`config.mk`:
```
export PLATFORM = sky130hd
export DESIGN_NAME = mbad_front
export DESIGN_NICKNAME = d
export VERILOG_FILES = /design/src/assert_macros.svh /design/src/mbad_pkg.sv /design/src/mbad_front.sv
export SDC_FILE = /design/constraint.sdc
export NUM_CORES = 1
export LEC_CHECK = 0
export BUFFER_PORTS_ARGS = -buffer_cell sky130_fd_sc_hd__buf_2
export CAP_MARGIN = 0
export CORE_MARGIN = 1.5
export CORE_UTILIZATION = 50
export DETAILED_ROUTE_END_ITERATION = 8
export PLACE_DENSITY = 0.76
export SLEW_MARGIN = 20
export SYNTH_ARGS = -nofsm -noshare
export SYNTH_HDL_FRONTEND = slang
export SYNTH_SLANG_ARGS = --single-unit
```
`constraint.sdc`:
```
create_clock -name vclk -period 8.5
set_input_delay 0 -clock vclk [all_inputs]
set_output_delay 0 -clock vclk [all_outputs]
set_load 0.1 [all_outputs]
```
`src/assert_macros.svh`:
```
// assertion macros used by the top-level rtl file of the bus decoder
// no dependencies; define NO_ASSERTIONS to compile them out
`ifndef ASSERT_MACROS_SVH
`define ASSERT_MACROS_SVH
`ifndef NO_ASSERTIONS
// same-cycle implication
`define ASSERT_SAME(lbl, clk, rst, ante, cons, msg) \
   lbl: assert property (@(posedge clk) disable iff (rst) (ante) |-> (cons)) else $error(msg);
// next-cycle implication
`define ASSERT_NEXT(lbl, clk, rst, ante, cons, msg) \
   lbl: assert property (@(posedge clk) disable iff (rst) (ante) |=> (cons)) else $error(msg);
`else
`define ASSERT_SAME(lbl, clk, rst, ante, cons, msg)
`define ASSERT_NEXT(lbl, clk, rst, ante, cons, msg)
`endif
`endif

```
`src/mbad_pkg.sv`:
```
`timescale 1ns / 1ps
// types and constants of the memory bus address decoder
// no dependencies; imported by every module of the block but mbad_bank
package mbad_pkg;

   localparam int LANES       = 4;
   localparam int QUEUE_DEPTH = 2;
   localparam int CSR_IDX_W   = 3;
   localparam int SIZE_REG_W  = 17;

   localparam logic [1:0] REQ_READ    = 2'd0;
   localparam logic [1:0] REQ_WRITE   = 2'd1;
   localparam logic [1:0] REQ_PRELOAD = 2'd2;

   localparam logic [1:0] SIZE_BYTE = 2'd0;
   localparam logic [1:0] SIZE_HALF = 2'd1;

   localparam logic [1:0] ST_OK    = 2'd0;
   localparam logic [1:0] ST_BUS   = 2'd1;
   localparam logic [1:0] ST_ALIGN = 2'd2;

   localparam logic [CSR_IDX_W-1:0] CSR_RAM_START   = 3'd0;
   localparam logic [CSR_IDX_W-1:0] CSR_ROM_START   = 3'd1;
   localparam logic [CSR_IDX_W-1:0] CSR_UART_START  = 3'd2;
   localparam logic [CSR_IDX_W-1:0] CSR_TIMER_START = 3'd3;
   localparam logic [CSR_IDX_W-1:0] CSR_DISK_START  = 3'd4;
   localparam logic [CSR_IDX_W-1:0] CSR_UART_BYTES  = 3'd5;
   localparam logic [CSR_IDX_W-1:0] CSR_TIMER_BYTES = 3'd6;
   localparam logic [CSR_IDX_W-1:0] CSR_DISK_BYTES  = 3'd7;

   localparam logic [31:0]           RST_RAM_START   = 32'h0000_0000;
   localparam logic [31:0]           RST_ROM_START   = 32'h1000_0000;
   localparam logic [31:0]           RST_UART_START  = 32'h2000_0000;
   localparam logic [31:0]           RST_TIMER_START = 32'h2000_1000;
   localparam logic [31:0]           RST_DISK_START  = 32'h2000_2000;
   localparam logic [SIZE_REG_W-1:0] RST_PER_BYTES   = 17'd256;

   typedef struct packed {
      logic [1:0]  req_type;
      logic [1:0]  access_size;
      logic [31:0] address;
      logic [31:0] write_data;
   } mbad_req_type;

   typedef struct packed {
      logic [31:0] read_data;
      logic [1:0]  status;
   } mbad_rsp_type;

   typedef struct packed {
      logic [31:0]           ram_start;
      logic [31:0]           rom_start;
      logic [31:0]           uart_start;
      logic [31:0]           timer_start;
      logic [31:0]           disk_start;
      logic [SIZE_REG_W-1:0] uart_bytes;
      logic [SIZE_REG_W-1:0] timer_bytes;
      logic [SIZE_REG_W-1:0] disk_bytes;
   } mbad_cfg_type;

   // decoded access waiting for the memory side
   typedef struct packed {
      logic             rd;
      logic [LANES-1:0] ram_sel;
      logic [LANES-1:0] rom_sel;
      logic [31:0]      address;
      logic [31:0]      write_data;
      logic [1:0]       status;
   } mbad_cmd_type;

endpackage

```
`src/mbad_front.sv`:
```
`timescale 1ns / 1ps
// front end: accepts bus accesses and decodes every byte lane against the windows
// depends on mbad_pkg
module mbad_front #(
   parameter int RAM_BYTES = 65536,
   parameter int ROM_BYTES = 65536
) (
   input  logic                 req_valid,
   output logic                 req_stall,
   input  mbad_pkg::mbad_req_type req_payload,
   input  mbad_pkg::mbad_cfg_type cfg,
   input  logic                 q_full,
   output logic                 push,
   output mbad_pkg::mbad_cmd_type push_cmd
);
   import mbad_pkg::*;

   localparam logic [32:0] RAM_SPAN = 33'(RAM_BYTES);
   localparam logic [32:0] ROM_SPAN = 33'(ROM_BYTES);

   // base <= a < base + size, no wrap at the top of the address space
   function automatic logic in_window(input logic [31:0] a, input logic [31:0] base,
                                      input logic [32:0] size);
      return (a >= base) && ({1'b0, a} < ({1'b0, base} + size));
   endfunction

   assign push      = req_valid && !q_full;
   assign req_stall = q_full;

   always_comb begin
      logic [31:0]      lane_addr;
      logic             in_ram, in_rom, in_per;
      logic             bad, ram_l, rom_l, alive, fault, misalign, is_read;
      logic [2:0]       nbytes;
      logic [LANES-1:0] ram_sel, rom_sel;

      case (req_payload.access_size)
         SIZE_BYTE: begin
            nbytes   = 3'd1;
            misalign = 1'b0;
         end
         SIZE_HALF: begin
            nbytes   = 3'd2;
            misalign = req_payload.address[0];
         end
         default: begin
            nbytes   = 3'd4;
            misalign = |req_payload.address[1:0];
         end
      endcase

      is_read = !(req_payload.req_type == REQ_WRITE || req_payload.req_type == REQ_PRELOAD);
      alive   = 1'b1;
      fault   = 1'b0;
      ram_sel = '0;
      rom_sel = '0;

      for (int i = 0; i < LANES; i++) begin
         // aligned access: lane address is the base address with the lane in the low bits
         lane_addr = {req_payload.address[31:2], req_payload.address[1:0] | 2'(i)};
         in_ram    = in_window(lane_addr, cfg.ram_start, RAM_SPAN);
         in_rom    = in_window(lane_addr, cfg.rom_start, ROM_SPAN);
         in_per    = in_window(lane_addr, cfg.uart_start, {16'd0, cfg.uart_bytes})
                  || in_window(lane_addr, cfg.timer_start, {16'd0, cfg.timer_bytes})
                  || in_window(lane_addr, cfg.disk_start, {16'd0, cfg.disk_bytes});
         case (req_payload.req_type)
            REQ_PRELOAD: begin
               bad   = !in_rom;
               ram_l = 1'b0;
               rom_l = in_rom;
            end
            REQ_WRITE: begin
               bad   = !(in_ram || in_rom || in_per) || (!in_ram && in_rom);
               ram_l = in_ram;
               rom_l = 1'b0;
            end
            default: begin
               bad   = !(in_ram || in_rom || in_per);
               ram_l = in_ram;
               rom_l = !in_ram && in_rom;
            end
         endcase
         if ((3'(i) < nbytes) && alive) begin
            if (bad) begin
               fault = 1'b1;
               alive = 1'b0;
            end else begin
               ram_sel[i] = ram_l;
               rom_sel[i] = rom_l;
            end
         end
      end

      // a misaligned access or failed read touches nothing; a failed write or preload keeps the lanes before the fault
      if (misalign || (is_read && fault)) begin
         ram_sel = '0;
         rom_sel = '0;
      end

      push_cmd.rd         = is_read;
      push_cmd.ram_sel    = ram_sel;
      push_cmd.rom_sel    = rom_sel;
      push_cmd.address    = req_payload.address;
      push_cmd.write_data = req_payload.write_data;
      push_cmd.status     = misalign ? ST_ALIGN : (fault ? ST_BUS : ST_OK);
   end

endmodule

```
==> results.md <==
| Parameter | This run | Unit |
| --- | --- | --- |
| Critical-path cell list | buf_2 > ha_1 > a21o_1 > a21oi_1 > o21bai_1 > a31oi_1 > o21ai_1 > a21o_1 > a211o_1 > and2_1 > a31oi_1 > xnor2_1 > ha_1 > and4_1 > a221o_1 > a221oi_1 > and2_1 > o21ai_1 > a22o_1 > nand4_1 > o2111ai_4 > nor3_1 > buf_2 | - |
| Initial DRC count | 1,082 | - |
| Static leakage | 7.23 | nW |
| Final critical-path required period | 6.17 | ns |
| Adder and majority cell fraction of the synthesized area | 35.7 | % |
| Simple-Gate Fraction of Synth Area | 19.4 | % |
| DRT antenna net count | 0 | - |
| Gate count of the mapped netlist | 1,748 | - |
| Count of endpoints failing hold in the final timing report | 0 | - |
| Die boundary width | 162 | um |
| Number of nets at the end of the flow | 2,616 | - |
| Slowest cell on the critical path | a221oi_1 | - |
| Measured slew at the worst slew-check pin | 0.942 | ns |
| Crit end category | output pin | - |
| Worst hold path cell count | 0 | - |
| Sequential cells | 0 | - |
| Required time of the worst setup path | 8.50 | ns |
| Area of the mapped netlist | 12,700 | um2 |
| Die boundary height | 162 | um |
| Wire length of the first global-routing pass | 62,800 | um |
| Path type of the worst setup path | in2out | - |
| Cells resized by post-CTS repair | 0 | - |
| Final Routed Wirelength | 40,000 | um |
| Dominant delay contributor by cell family on the critical path | compound AO/OA/AOI/OAI gates | - |
| Count of maximum capacitance violations | 0 | - |
| CP Data Arrival Time | 6.17 | ns |
| Uppermost layer routed | met4 | - |
| Routed wire per std cell | 17.3 | um |
| Initial antenna violation count | 2 | - |
| Run status | finished, final reports clean | - |
| Number of global-route vias before repair | 12.6k | - |
| Fillers | 2,465 | - |
| Largest net degree at the start of global routing | 16 | - |
| Maximum single-stage delay on the critical path | 0.79 | ns |
| Dominant combinational cell family by area after synthesis | adder cells | - |
| Share of synthesized area spent on multiplexers | 0.0790 | % |
| Sequential cell area | 0 | um2 |
| Yosys warning count | 0 | - |
| Number of hold buffers added after cts | 0 | - |
| Io pins | 358 | - |
| Fin crit share | 72.6 | % |
| Met2 Routed Length | 17,400 | um |
| Routability congestion estimate from global placement | 0.944 | - |
| Crit path buffers/inverters | 2 | - |
| Largest vdd supply drop | 55.1 | uV |
| Post-detailed-placement half-perimeter wirelength | 34,800 | um |
| Met3 wire len | 3200 | um |
| Number of library cell types mapped by synthesis | 81 | - |
| Total negative slack | 0 | ns |
| Via count | 13.8k | - |
| Number of buffers inserted by port buffering | 294 | - |
| DR vias/cell | 5.98 | - |
| Logic depth of the worst path, buffers included | 23 | - |
| Buffer count from post-CTS setup fixing | 0 | - |
| Path category of the worst min-delay check | in2out | - |
| Initial Util | 50.6 | % |
| Areal power density over the cells | 72.0 | nW/um2 |
| Overflow left after global routing | 0 | - |
| Fmax | 162 | MHz |
| Mean post-synth cell area | 7.25 | um2 |
| Startpoint class of the critical path | primary input | - |
| Post-Synthesis Net Count | 2,389 | - |
| Core footprint | 25,000 | um2 |
| Clock buffer cells | 0 | - |
| Seq/Total Area, Yosys | 0 | % |
| Total routing resource utilization after global routing | 29.2 | % |
| Count of unresolved DRC violations after routing | 0 | - |
| Number of detailed-routing iterations run before antenna repair | 5 | - |
| Post-synthesis share of cell area spent on xor and xnor gates | 7.88 | % |
| Area growth from synthesis to layout | 10.9 | % |
| Remaining max-slew budget at the tightest pin | 36.6 | % |
| Crit path max fanout | 6 | - |
| Final setup violation count | 0 | - |
| Area of the die | 26,300 | um2 |
| Fraction of the mapped netlist area in compound gates | 27.0 | % |
| Final count of pins violating max slew | 0 | - |
| Worst Hold Margin | 0.0000279 | ns |
| Placement row count | 58 | - |
| Setup repair after global routing missed its margin | no | - |
| Met1 WL | 18,500 | um |
| Fraction of layout instances using a drive strength above 1 | 16.2 | % |
cells in the mapped netlist (18+ instances only):
cell type | n | area share (%)
nor4_1 | 20 | 0.99
o21ai_0 | 99 | 3.9
nor2b_1 | 18 | 0.89
nand2b_1 | 19 | 0.94
a21o_1 | 53 | 3.1
ha_1 | 357 | 35
xor2_1 | 23 | 1.6
o21a_1 | 34 | 2.0
nand4_1 | 61 | 3.0
buf_4 | 65 | 3.9
inv_1 | 195 | 5.8
nor3_1 | 36 | 1.4
a21oi_1 | 172 | 6.8
nand2_1 | 112 | 3.3
xnor2_1 | 91 | 6.3
nor2_1 | 85 | 2.5
nand3_1 | 57 | 2.3
a31oi_1 | 21 | 1.0
final timing paths:
path            from            to  slack, ns
max         cfg[116]  push_cmd[69]       2.33
min   req_payload[3]   push_cmd[5]    0.00003
kinds of logic after synthesis:
logic type / count (synthesis)
adder cells (fa/ha/maj): 360
AND/OR/NAND/NOR: 474
XOR/XNOR: 114
multiplexers: 1
AO/OA/AOI/OAI: 530
buffers and inverters: 269
where the power goes:
| group | switching (W) | internal [W] | leakage [nW] |
|---|---|---|---|
| clock | 0 | 0.0000000000315 | 0.0000127 |
| combinational | 0.000627 | 0.000385 | 7.23 |
| sequential | 0 | 0 | 0 |
layer usage:
layer / GRT usage [%] / vias to the layer above
met2: 48.5 / 577
met5: 0 / -
met1: 40.4 / 6267
met3: 3.27 / 71
met4: 6.63 / 0
li1: - / 6870
through the flow:
| stage | std cells | instance area [um2] | power, W | util [%] | setup slack [ns] |
|---|---|---|---|---|---|
| global placement | 2303 | 14100 | 0.000968 | 56.1 | 2.65 |
| finish | 2305 | 14100 | 0.00101 | 56.2 | 2.33 |
| CTS | 2303 | 14100 | 0.000999 | 56.1 | 2.44 |
| global route | 2305 | 14100 | 0.00113 | 56.2 | 1.89 |
| detailed placement | 2303 | 14100 | 0.000991 | 56.1 | 2.46 |
| floorplan | 1748 | 12700 | 0.000787 | - | 1.44 |
area by class of cell:
class	count	area, um2	share of cell area (%)
multi-input cells	1479	11400	81.2
inverters	200	751	5.34
well taps	330	413	2.94
diodes	2	5.00	0.0356
repair buffers	294	1470	10.5
cells in the final DEF (no fill, tap or decap), types with 21 or more instances in the layout:
master	instances
nor2_1	85
a31oi_1	21
a21o_1	53
xnor2_1	91
buf_2	294
nand2_1	112
a21oi_1	172
o21a_1	34
nand3_1	57
nand4_1	61
ha_1	357
o21ai_0	99
inv_1	195
xor2_1	23
nor3_1	36
Power figures use the tool's default switching activity.
