**src/assert_macros.svh**
```systemverilog
// assertion macros used by the top-level rtl file of the bus decoder
// no dependencies; define NO_ASSERTIONS to compile them out
`ifndef ASSERT_MACROS_SVH
`define ASSERT_MACROS_SVH
`ifndef NO_ASSERTIONS
// same-cycle implication
`define ASSERT_SAME(lbl, clk, rst, ante, cons, msg) \
   lbl: assert property (@(posedge clk) disable iff (rst) (ante) |-> (cons)) else $error(msg);
// next-cycle implication
`define ASSERT_NEXT(lbl, clk, rst, ante, cons, msg) \
   lbl: assert property (@(posedge clk) disable iff (rst) (ante) |=> (cons)) else $error(msg);
`else
`define ASSERT_SAME(lbl, clk, rst, ante, cons, msg)
`define ASSERT_NEXT(lbl, clk, rst, ante, cons, msg)
`endif
`endif

```
**src/mbad_pkg.sv**
```systemverilog
`timescale 1ns / 1ps
// types and constants of the memory bus address decoder
// no dependencies; imported by every module of the block but mbad_bank
package mbad_pkg;

   localparam int LANES       = 4;
   localparam int QUEUE_DEPTH = 2;
   localparam int CSR_IDX_W   = 3;
   localparam int SIZE_REG_W  = 17;

   localparam logic [1:0] REQ_READ    = 2'd0;
   localparam logic [1:0] REQ_WRITE   = 2'd1;
   localparam logic [1:0] REQ_PRELOAD = 2'd2;

   localparam logic [1:0] SIZE_BYTE = 2'd0;
   localparam logic [1:0] SIZE_HALF = 2'd1;

   localparam logic [1:0] ST_OK    = 2'd0;
   localparam logic [1:0] ST_BUS   = 2'd1;
   localparam logic [1:0] ST_ALIGN = 2'd2;

   localparam logic [CSR_IDX_W-1:0] CSR_RAM_START   = 3'd0;
   localparam logic [CSR_IDX_W-1:0] CSR_ROM_START   = 3'd1;
   localparam logic [CSR_IDX_W-1:0] CSR_UART_START  = 3'd2;
   localparam logic [CSR_IDX_W-1:0] CSR_TIMER_START = 3'd3;
   localparam logic [CSR_IDX_W-1:0] CSR_DISK_START  = 3'd4;
   localparam logic [CSR_IDX_W-1:0] CSR_UART_BYTES  = 3'd5;
   localparam logic [CSR_IDX_W-1:0] CSR_TIMER_BYTES = 3'd6;
   localparam logic [CSR_IDX_W-1:0] CSR_DISK_BYTES  = 3'd7;

   localparam logic [31:0]           RST_RAM_START   = 32'h0000_0000;
   localparam logic [31:0]           RST_ROM_START   = 32'h1000_0000;
   localparam logic [31:0]           RST_UART_START  = 32'h2000_0000;
   localparam logic [31:0]           RST_TIMER_START = 32'h2000_1000;
   localparam logic [31:0]           RST_DISK_START  = 32'h2000_2000;
   localparam logic [SIZE_REG_W-1:0] RST_PER_BYTES   = 17'd256;

   typedef struct packed {
      logic [1:0]  req_type;
      logic [1:0]  access_size;
      logic [31:0] address;
      logic [31:0] write_data;
   } mbad_req_type;

   typedef struct packed {
      logic [31:0] read_data;
      logic [1:0]  status;
   } mbad_rsp_type;

   typedef struct packed {
      logic [31:0]           ram_start;
      logic [31:0]           rom_start;
      logic [31:0]           uart_start;
      logic [31:0]           timer_start;
      logic [31:0]           disk_start;
      logic [SIZE_REG_W-1:0] uart_bytes;
      logic [SIZE_REG_W-1:0] timer_bytes;
      logic [SIZE_REG_W-1:0] disk_bytes;
   } mbad_cfg_type;

   // decoded access waiting for the memory side
   typedef struct packed {
      logic             rd;
      logic [LANES-1:0] ram_sel;
      logic [LANES-1:0] rom_sel;
      logic [31:0]      address;
      logic [31:0]      write_data;
      logic [1:0]       status;
   } mbad_cmd_type;

endpackage

```
**src/mbad_queue.sv**
```systemverilog
`timescale 1ns / 1ps
// short fifo of decoded accesses between front end and memory side
// depends on mbad_pkg
module mbad_queue (
   input  logic                   clock,
   input  logic                   reset,
   input  logic                   push,
   input  mbad_pkg::mbad_cmd_type push_cmd,
   input  logic                   pop,
   output logic                   full,
   output logic                   head_valid,
   output mbad_pkg::mbad_cmd_type head_cmd
);
   import mbad_pkg::*;

   localparam int PTR_W = (QUEUE_DEPTH > 1) ? $clog2(QUEUE_DEPTH) : 1;
   localparam int CNT_W = $clog2(QUEUE_DEPTH + 1);

   mbad_cmd_type     entries_ff [QUEUE_DEPTH];
   logic [PTR_W-1:0] wr_ptr_ff, wr_ptr_in;
   logic [PTR_W-1:0] rd_ptr_ff, rd_ptr_in;
   logic [CNT_W-1:0] count_ff, count_in;
   logic             do_push, do_pop;

   assign full       = (count_ff == CNT_W'(QUEUE_DEPTH));
   assign head_valid = (count_ff != '0);
   assign head_cmd   = entries_ff[rd_ptr_ff];
   assign do_push    = push && !full;
   assign do_pop     = pop && head_valid;

   always_comb begin
      wr_ptr_in = wr_ptr_ff;
      rd_ptr_in = rd_ptr_ff;
      count_in  = count_ff;
      if (do_push) begin
         wr_ptr_in = (wr_ptr_ff == PTR_W'(QUEUE_DEPTH - 1)) ? '0 : wr_ptr_ff + 1'b1;
      end
      if (do_pop) begin
         rd_ptr_in = (rd_ptr_ff == PTR_W'(QUEUE_DEPTH - 1)) ? '0 : rd_ptr_ff + 1'b1;
      end
      if (do_push && !do_pop) begin
         count_in = count_ff + 1'b1;
      end else if (do_pop && !do_push) begin
         count_in = count_ff - 1'b1;
      end
   end

   always_ff @(posedge clock) begin
      if (reset) begin
         wr_ptr_ff <= '0;
         rd_ptr_ff <= '0;
         count_ff  <= '0;
      end else begin
         wr_ptr_ff <= wr_ptr_in;
         rd_ptr_ff <= rd_ptr_in;
         count_ff  <= count_in;
      end
   end

   always_ff @(posedge clock) begin
      if (do_push) begin
         entries_ff[wr_ptr_ff] <= push_cmd;
      end
   end

endmodule

```
**config.mk**
```make
export PLATFORM = sky130hd
export DESIGN_NAME = mbad_queue
export DESIGN_NICKNAME = d
export VERILOG_FILES = /design/src/assert_macros.svh /design/src/mbad_pkg.sv /design/src/mbad_queue.sv
export SDC_FILE = /design/constraint.sdc
export NUM_CORES = 1
export LEC_CHECK = 0
export BUFFER_PORTS_ARGS = -buffer_cell sky130_fd_sc_hd__buf_2
export CORE_AREA = 2 2 113 115
export CTS_CLUSTER_DIAMETER = 150
export DETAILED_ROUTE_END_ITERATION = 12
export DIE_AREA = 0 0 115 117
export PLACE_DENSITY = 0.75
export SKIP_LAST_GASP = 1
export SLEW_MARGIN = 20
export SYNTH_ARGS = -nofsm -noshare
export SYNTH_HDL_FRONTEND = slang
export SYNTH_SLANG_ARGS = --single-unit
export TNS_END_PERCENT = 50
```
**constraint.sdc**
```tcl
create_clock -name clock -period 2.55 [get_ports clock]
set_input_delay 0.1275 -clock clock [delete_from_list [all_inputs] [get_ports clock]]
set_output_delay 0.1275 -clock clock [all_outputs]
set_load 0.03 [all_outputs]
```
==> metrics, run 1 <==
status finished clean; post-synthesis register bit count 155; core area 0.0123 mm2; gp weighted congestion 0.743; GRT Residual Overflow 0; Ant. Diodes 0; Critical Path AT 1.91 ns; DP HPWL 6.40 mm; Worst slew margin 73.1%; Syn-to-layout area delta 40.3%; Power Dens Cells 1010 mW/mm2; Net Count, Synth 338; Die Height 117 um; Worst-path clk slew 0.05 ns; Mapped Area 0.00564 mm2; critical path launch point type flop; Longest Clk Path Bufs 2; nets 585; DRC 0; 1st-iter DRT viols 267; Routed WL 10.4 mm; syn_area_per_cell 21.9 um2; CTS resizes 0; share of layout cells above drive strength 1 51.1%; number of global-route vias before repair 3232; Fin. Hold Viols 0; CP endpoint kind output port; YS warnings 0; CP max FO 48; first-pass GRT wire length 15.3 mm; pin count of the biggest net entering global routing 49; final setup skew 0.00526 ns; number of vias per cell 4.80; Total GRT Usage 15.6%; H-Tree Depth 4; via count 3201; worst setup path class flop to output port; Seq/Total Area, Yosys 81.6%; IO Pins 156; antenna-violating nets left 0; fmax 490 MHz; Fillers 875; initial antenna violation count 0; wire length per cell 15.7 um; die width 115 um; CTS tree yes; Slew @ Worst Pin 0.399 ns; Final Slew Violations 0; TritonCTS Buffers 17; Yosys cell types 16; Rows 41; Die ar. 0.0135 mm2; Critical Path RT 2.42 ns; TritonCTS Sinks 155; worst skew pair latency 0.41 ns; Worst Hold Margin 0.126 ns; P_leak 3.01 nW; Mapped Cells 258; Initial Utilization 45.8%; unrepaired setup endpoints after global routing no; fin crit share 80.1%; DRT Pass-1 Iters 4; Non-Filler Instances 667; placed cells 560; setup bufs post-CTS 0; maxcap violations 0; Tot Pwr 8.01 mW; Root Buffer clkbuf_16; final worst path period need 2.04 ns; final setup violation count 0; Port Buf Inserts 155; Hold Crit Class primary input to flop; maximum vdd drop 0.613 mV
==> layout by cell type, fill, tap and decap left out, drive strengths merged, types with 3 or more instances in the layout <==
cell type	n
dlygate4sd3	76
clkinv	10
o21ai	3
xor2	3
nor2	4
dfxtp	5
clkbuf	19
buf	160
mux2	75
edfxtp	150
==> synth_stat cells, drive strengths merged <==
| library cell | count | area [um2] |
|---|---|---|
| a21oi | 2 | 10.0 |
| and2 | 1 | 6.26 |
| buf | 8 | 73.8 |
| dfxtp | 5 | 100 |
| edfxtp | 150 | 4500 |
| ha | 1 | 12.5 |
| inv | 2 | 7.51 |
| mux2 | 75 | 845 |
| nor2 | 4 | 15.0 |
| nor2b | 1 | 8.76 |
| o21ai | 3 | 15.0 |
| or2 | 1 | 6.26 |
| or3 | 2 | 12.5 |
| xor2 | 3 | 26.3 |
==> logic make-up after synthesis <==
| group | synth area share (%) |
|---|---|
| adder cells (fa/ha/maj) | 0.222 |
| AND/OR/NAND/NOR | 0.865 |
| multiplexers | 15.0 |
| flip-flops | 81.6 |
| buffers and inverters | 1.44 |
| AO/OA/AOI/OAI | 0.443 |
| XOR/XNOR | 0.466 |
==> critical path, cell delays in order, from the launching register on <==
cell and delay, ns:
dfxtp_4 0.58, buf_12 0.30, mux2_2 0.38, buf_2 0.18
==> state kept, by name, indices dropped and copies added, names as in the netlist, named ones only <==
| signal | cells |
|---|---|
| wr_ptr_ff | 1 |
| count_ff | 2 |
| entries_ff | 150 |
| rd_ptr_ff | 1 |
==> metal layers <==
layer,track usage (%),up-vias,wire (um)
met5,0,-,0
met4,8.59,0,281
met3,5.61,25,653
met2,25.8,119,5260
met1,17.9,1543,4250
li1,-,1514,-
==> layout make-up <==
cell class	count	area, um2	area share [%]
flip-flops and latches	155	4610	58.2
well taps	150	188	2.37
repair buffers	236	1610	20.4
multi-input cells	93	960	12.1
clock inverters	12	106	1.34
clock buffers	19	433	5.47
inverters	2	8.76	0.111
==> timing repair <==
item,CTS,global route
hold endpoints to repair,155,0
hold buffers,76,0
endpoints found under the setup margin,0,0
==> final timing paths <==
check	start	end	slack, ns	cells after the start
hold reg to reg	rd_ptr_ff	flop	0.52	2
setup reg to reg	count_ff[0]	entries_ff[0][34]	0.82	4
setup / recovery	flop	head_cmd[71]	0.51	3
hold / removal	push	wr_ptr_ff	0.13	4
==> report_power, final <==
part	switching (mW)	internal (mW)	leakage [nW]
Sequential	0.141	3.20	1.44
Clock	0.885	1.41	0.264
Combinational	1.49	0.890	1.30
Total	2.52	5.50	3.01
==> stage by stage <==
stage                     utilization (%)  setup slack (ns)  TNS, ns  cell area [um2]
after floorplan                         -            -0.215   -16.14             5640
after global placement               53.7             0.902        0             6620
after detailed placement             53.7             0.846        0             6620
after CTS                            64.3             0.447        0             7920
after global routing                 64.3             0.398        0             7920
final                                64.3             0.508        0             7920
Note: power is estimated with default switching activity, not from simulation.
==> inputs of run 2 (changes only) <==
--- a/config.mk
+++ b/config.mk
@@ -6,10 +6,10 @@
 export NUM_CORES = 1
 export LEC_CHECK = 0
 export BUFFER_PORTS_ARGS = -buffer_cell sky130_fd_sc_hd__buf_2
-export CORE_AREA = 2 2 113 115
+export CORE_AREA = 2 2 110 112
 export CTS_CLUSTER_DIAMETER = 150
 export DETAILED_ROUTE_END_ITERATION = 12
-export DIE_AREA = 0 0 115 117
+export DIE_AREA = 0 0 112 114
 export PLACE_DENSITY = 0.75
 export SKIP_LAST_GASP = 1
 export SLEW_MARGIN = 20
==> constraint.sdc (replaced) <==
create_clock -name clock -period 2.1 [get_ports clock]
set_input_delay 0.105 -clock clock [delete_from_list [all_inputs] [get_ports clock]]
set_output_delay 0.105 -clock clock [all_outputs]
set_load 0.03 [all_outputs]
==> metrics, run 2 (synthesized netlist as in run 1, its figures left out) <==
number of vias per cell 4.80; CTS hold repair buffers 76; setup bufs post-CTS 0; worst skew pair latency 0.40 ns; fmax 551 MHz; gp weighted congestion 0.690; DRT Pass-1 Iters 4; Initial Utilization 48.2%; Die Height 114 um; P_leak 3.05 nW; unrepaired setup endpoints after global routing no; final setup violation count 0; Largest regs entries_ff x150, count_ff x2; Power Dens Cells 1270 mW/mm2; Routed met3 length 595 um; Routed WL 10.3 mm; met1 WL 4.34 mm; placed cells 557; CP max stage cell mux2_2; DP HPWL 6.10 mm; worst r2r path cells 4; Non-Filler Instances 664; TritonCTS Sinks 155; initial antenna violation count 0; die width 112 um; fin crit share 86.5%; Setup crit end head_cmd[51]; Worst-path clk slew 0.06 ns; Fillers 772; worst-path cell chain buf_12, mux2_2, buf_2; maximum vdd drop 0.695 mV; Ant. Diodes 0; CP max stage delay 0.40 ns; share of layout cells above drive strength 1 51.1%; Total GRT Usage 16.7%; CP max FO 75; CTS resizes 0; final setup skew 0.00740 ns; DR top layer met4; most common cell after layout, fill and taps aside buf_2; Largest register FFs 150; final worst path period need 1.82 ns; antenna-violating nets left 0; FF-to-FF Start count_ff[1]; Root Buffer clkbuf_16; Largest Register entries_ff; most frequent cells in the layout buf_2 (155), edfxtp_1 (150), dlygate4sd3_1 (76); Critical Path AT 1.71 ns; IO Pins 156; Critical Path RT 2.00 ns; wire length per cell 15.5 um; Fin. Hold Viols 0; Slew @ Worst Pin 0.428 ns; Reg-to-Reg End entries_ff[1][26]; H-Tree Depth 4; core area 0.0117 mm2; HP Start push; status finished clean; TritonCTS Buffers 17; DRC 0; Tot Pwr 10.2 mW; CP endpoint kind output port; met2 WL 5.15 mm; Syn-to-layout area delta 42.2%; Longest Clk Path Bufs 2; GRT Residual Overflow 0; Rows 40; worst setup path class flop to output port; Hold Crit Class primary input to flop; Reg2Reg Setup Slack 0.49 ns; Worst slew margin 71.5%; Final Slew Violations 0; 1st-iter DRT viols 141; Port Buf Inserts 155; CTS tree yes; maxcap violations 0; nets 585; first-pass GRT wire length 16.2 mm; pin count of the biggest net entering global routing 76; via count 3188; critical path launch point type flop; Die ar. 0.0128 mm2; number of global-route vias before repair 3376
## run 2: changes by cell type in the layout (fill, tap and decap cells not counted), sizes merged
cell,previous run,this run
clkinv,10,5
clkbuf,19,21
clkinvlp,1,0
bufinv,2,6
## run 2: how the worst min path moves through the flow
stage	to	slack [ns]	cells past startpoint
floorplan	count_ff[1]	0.17	1
global placement	entries_ff[0][18]	0.29	1
detailed placement	entries_ff[1][1]	0.30	1
CTS	wr_ptr_ff	0.08	4
global route	wr_ptr_ff	0.15	4
finish	wr_ptr_ff	0.11	4
## run 2: critical path, delay by kind of cell, from the launching register on
kind                   cells  cell delay, ns
buffers and inverters      2            0.52
muxes                      1            0.40
DFF                        1            0.35
## run 2: stage by stage
| stage | hold WS (ns) | utilization (%) | worst slack (ns) | TNS, ns | instance area (um2) |
|---|---|---|---|---|---|
| after floorplan | 0.174 | - | -0.665 | -49.89 | 5640 |
| after global placement | 0.293 | 56.6 | 0.576 | 0 | 6620 |
| after detailed placement | 0.296 | 56.6 | 0.486 | 0 | 6620 |
| after CTS | 0.0807 | 68.5 | 0.258 | 0 | 8020 |
| after global routing | 0.145 | 68.5 | 0.198 | 0 | 8020 |
| final | 0.113 | 68.5 | 0.284 | 0 | 8020 |
## run 2: layer usage
metal | vias to the layer above | track usage (%)
li1 | 1516 | -
met1 | 1539 | 19.9
met2 | 114 | 28.4
met3 | 19 | 5.47
met4 | 0 | 6.42
met5 | - | 0
## run 2: cell type report
| type | instances | area [um2] | share of cell area (%) |
|---|---|---|---|
| inverter | 2 | 8.76 | 0.109 |
| clock inverter | 10 | 196 | 2.45 |
| timing repair buffer | 236 | 1620 | 20.2 |
| clock buffer | 21 | 440 | 5.49 |
| multi-input combinational | 93 | 960 | 12.0 |
| sequential | 155 | 4610 | 57.4 |
| tap | 147 | 184 | 2.29 |
## run 2: report_power, final
part | internal, mW | switching (mW)
clock | 2.21 | 1.05
combinational | 1.10 | 1.87
sequential | 3.89 | 0.103
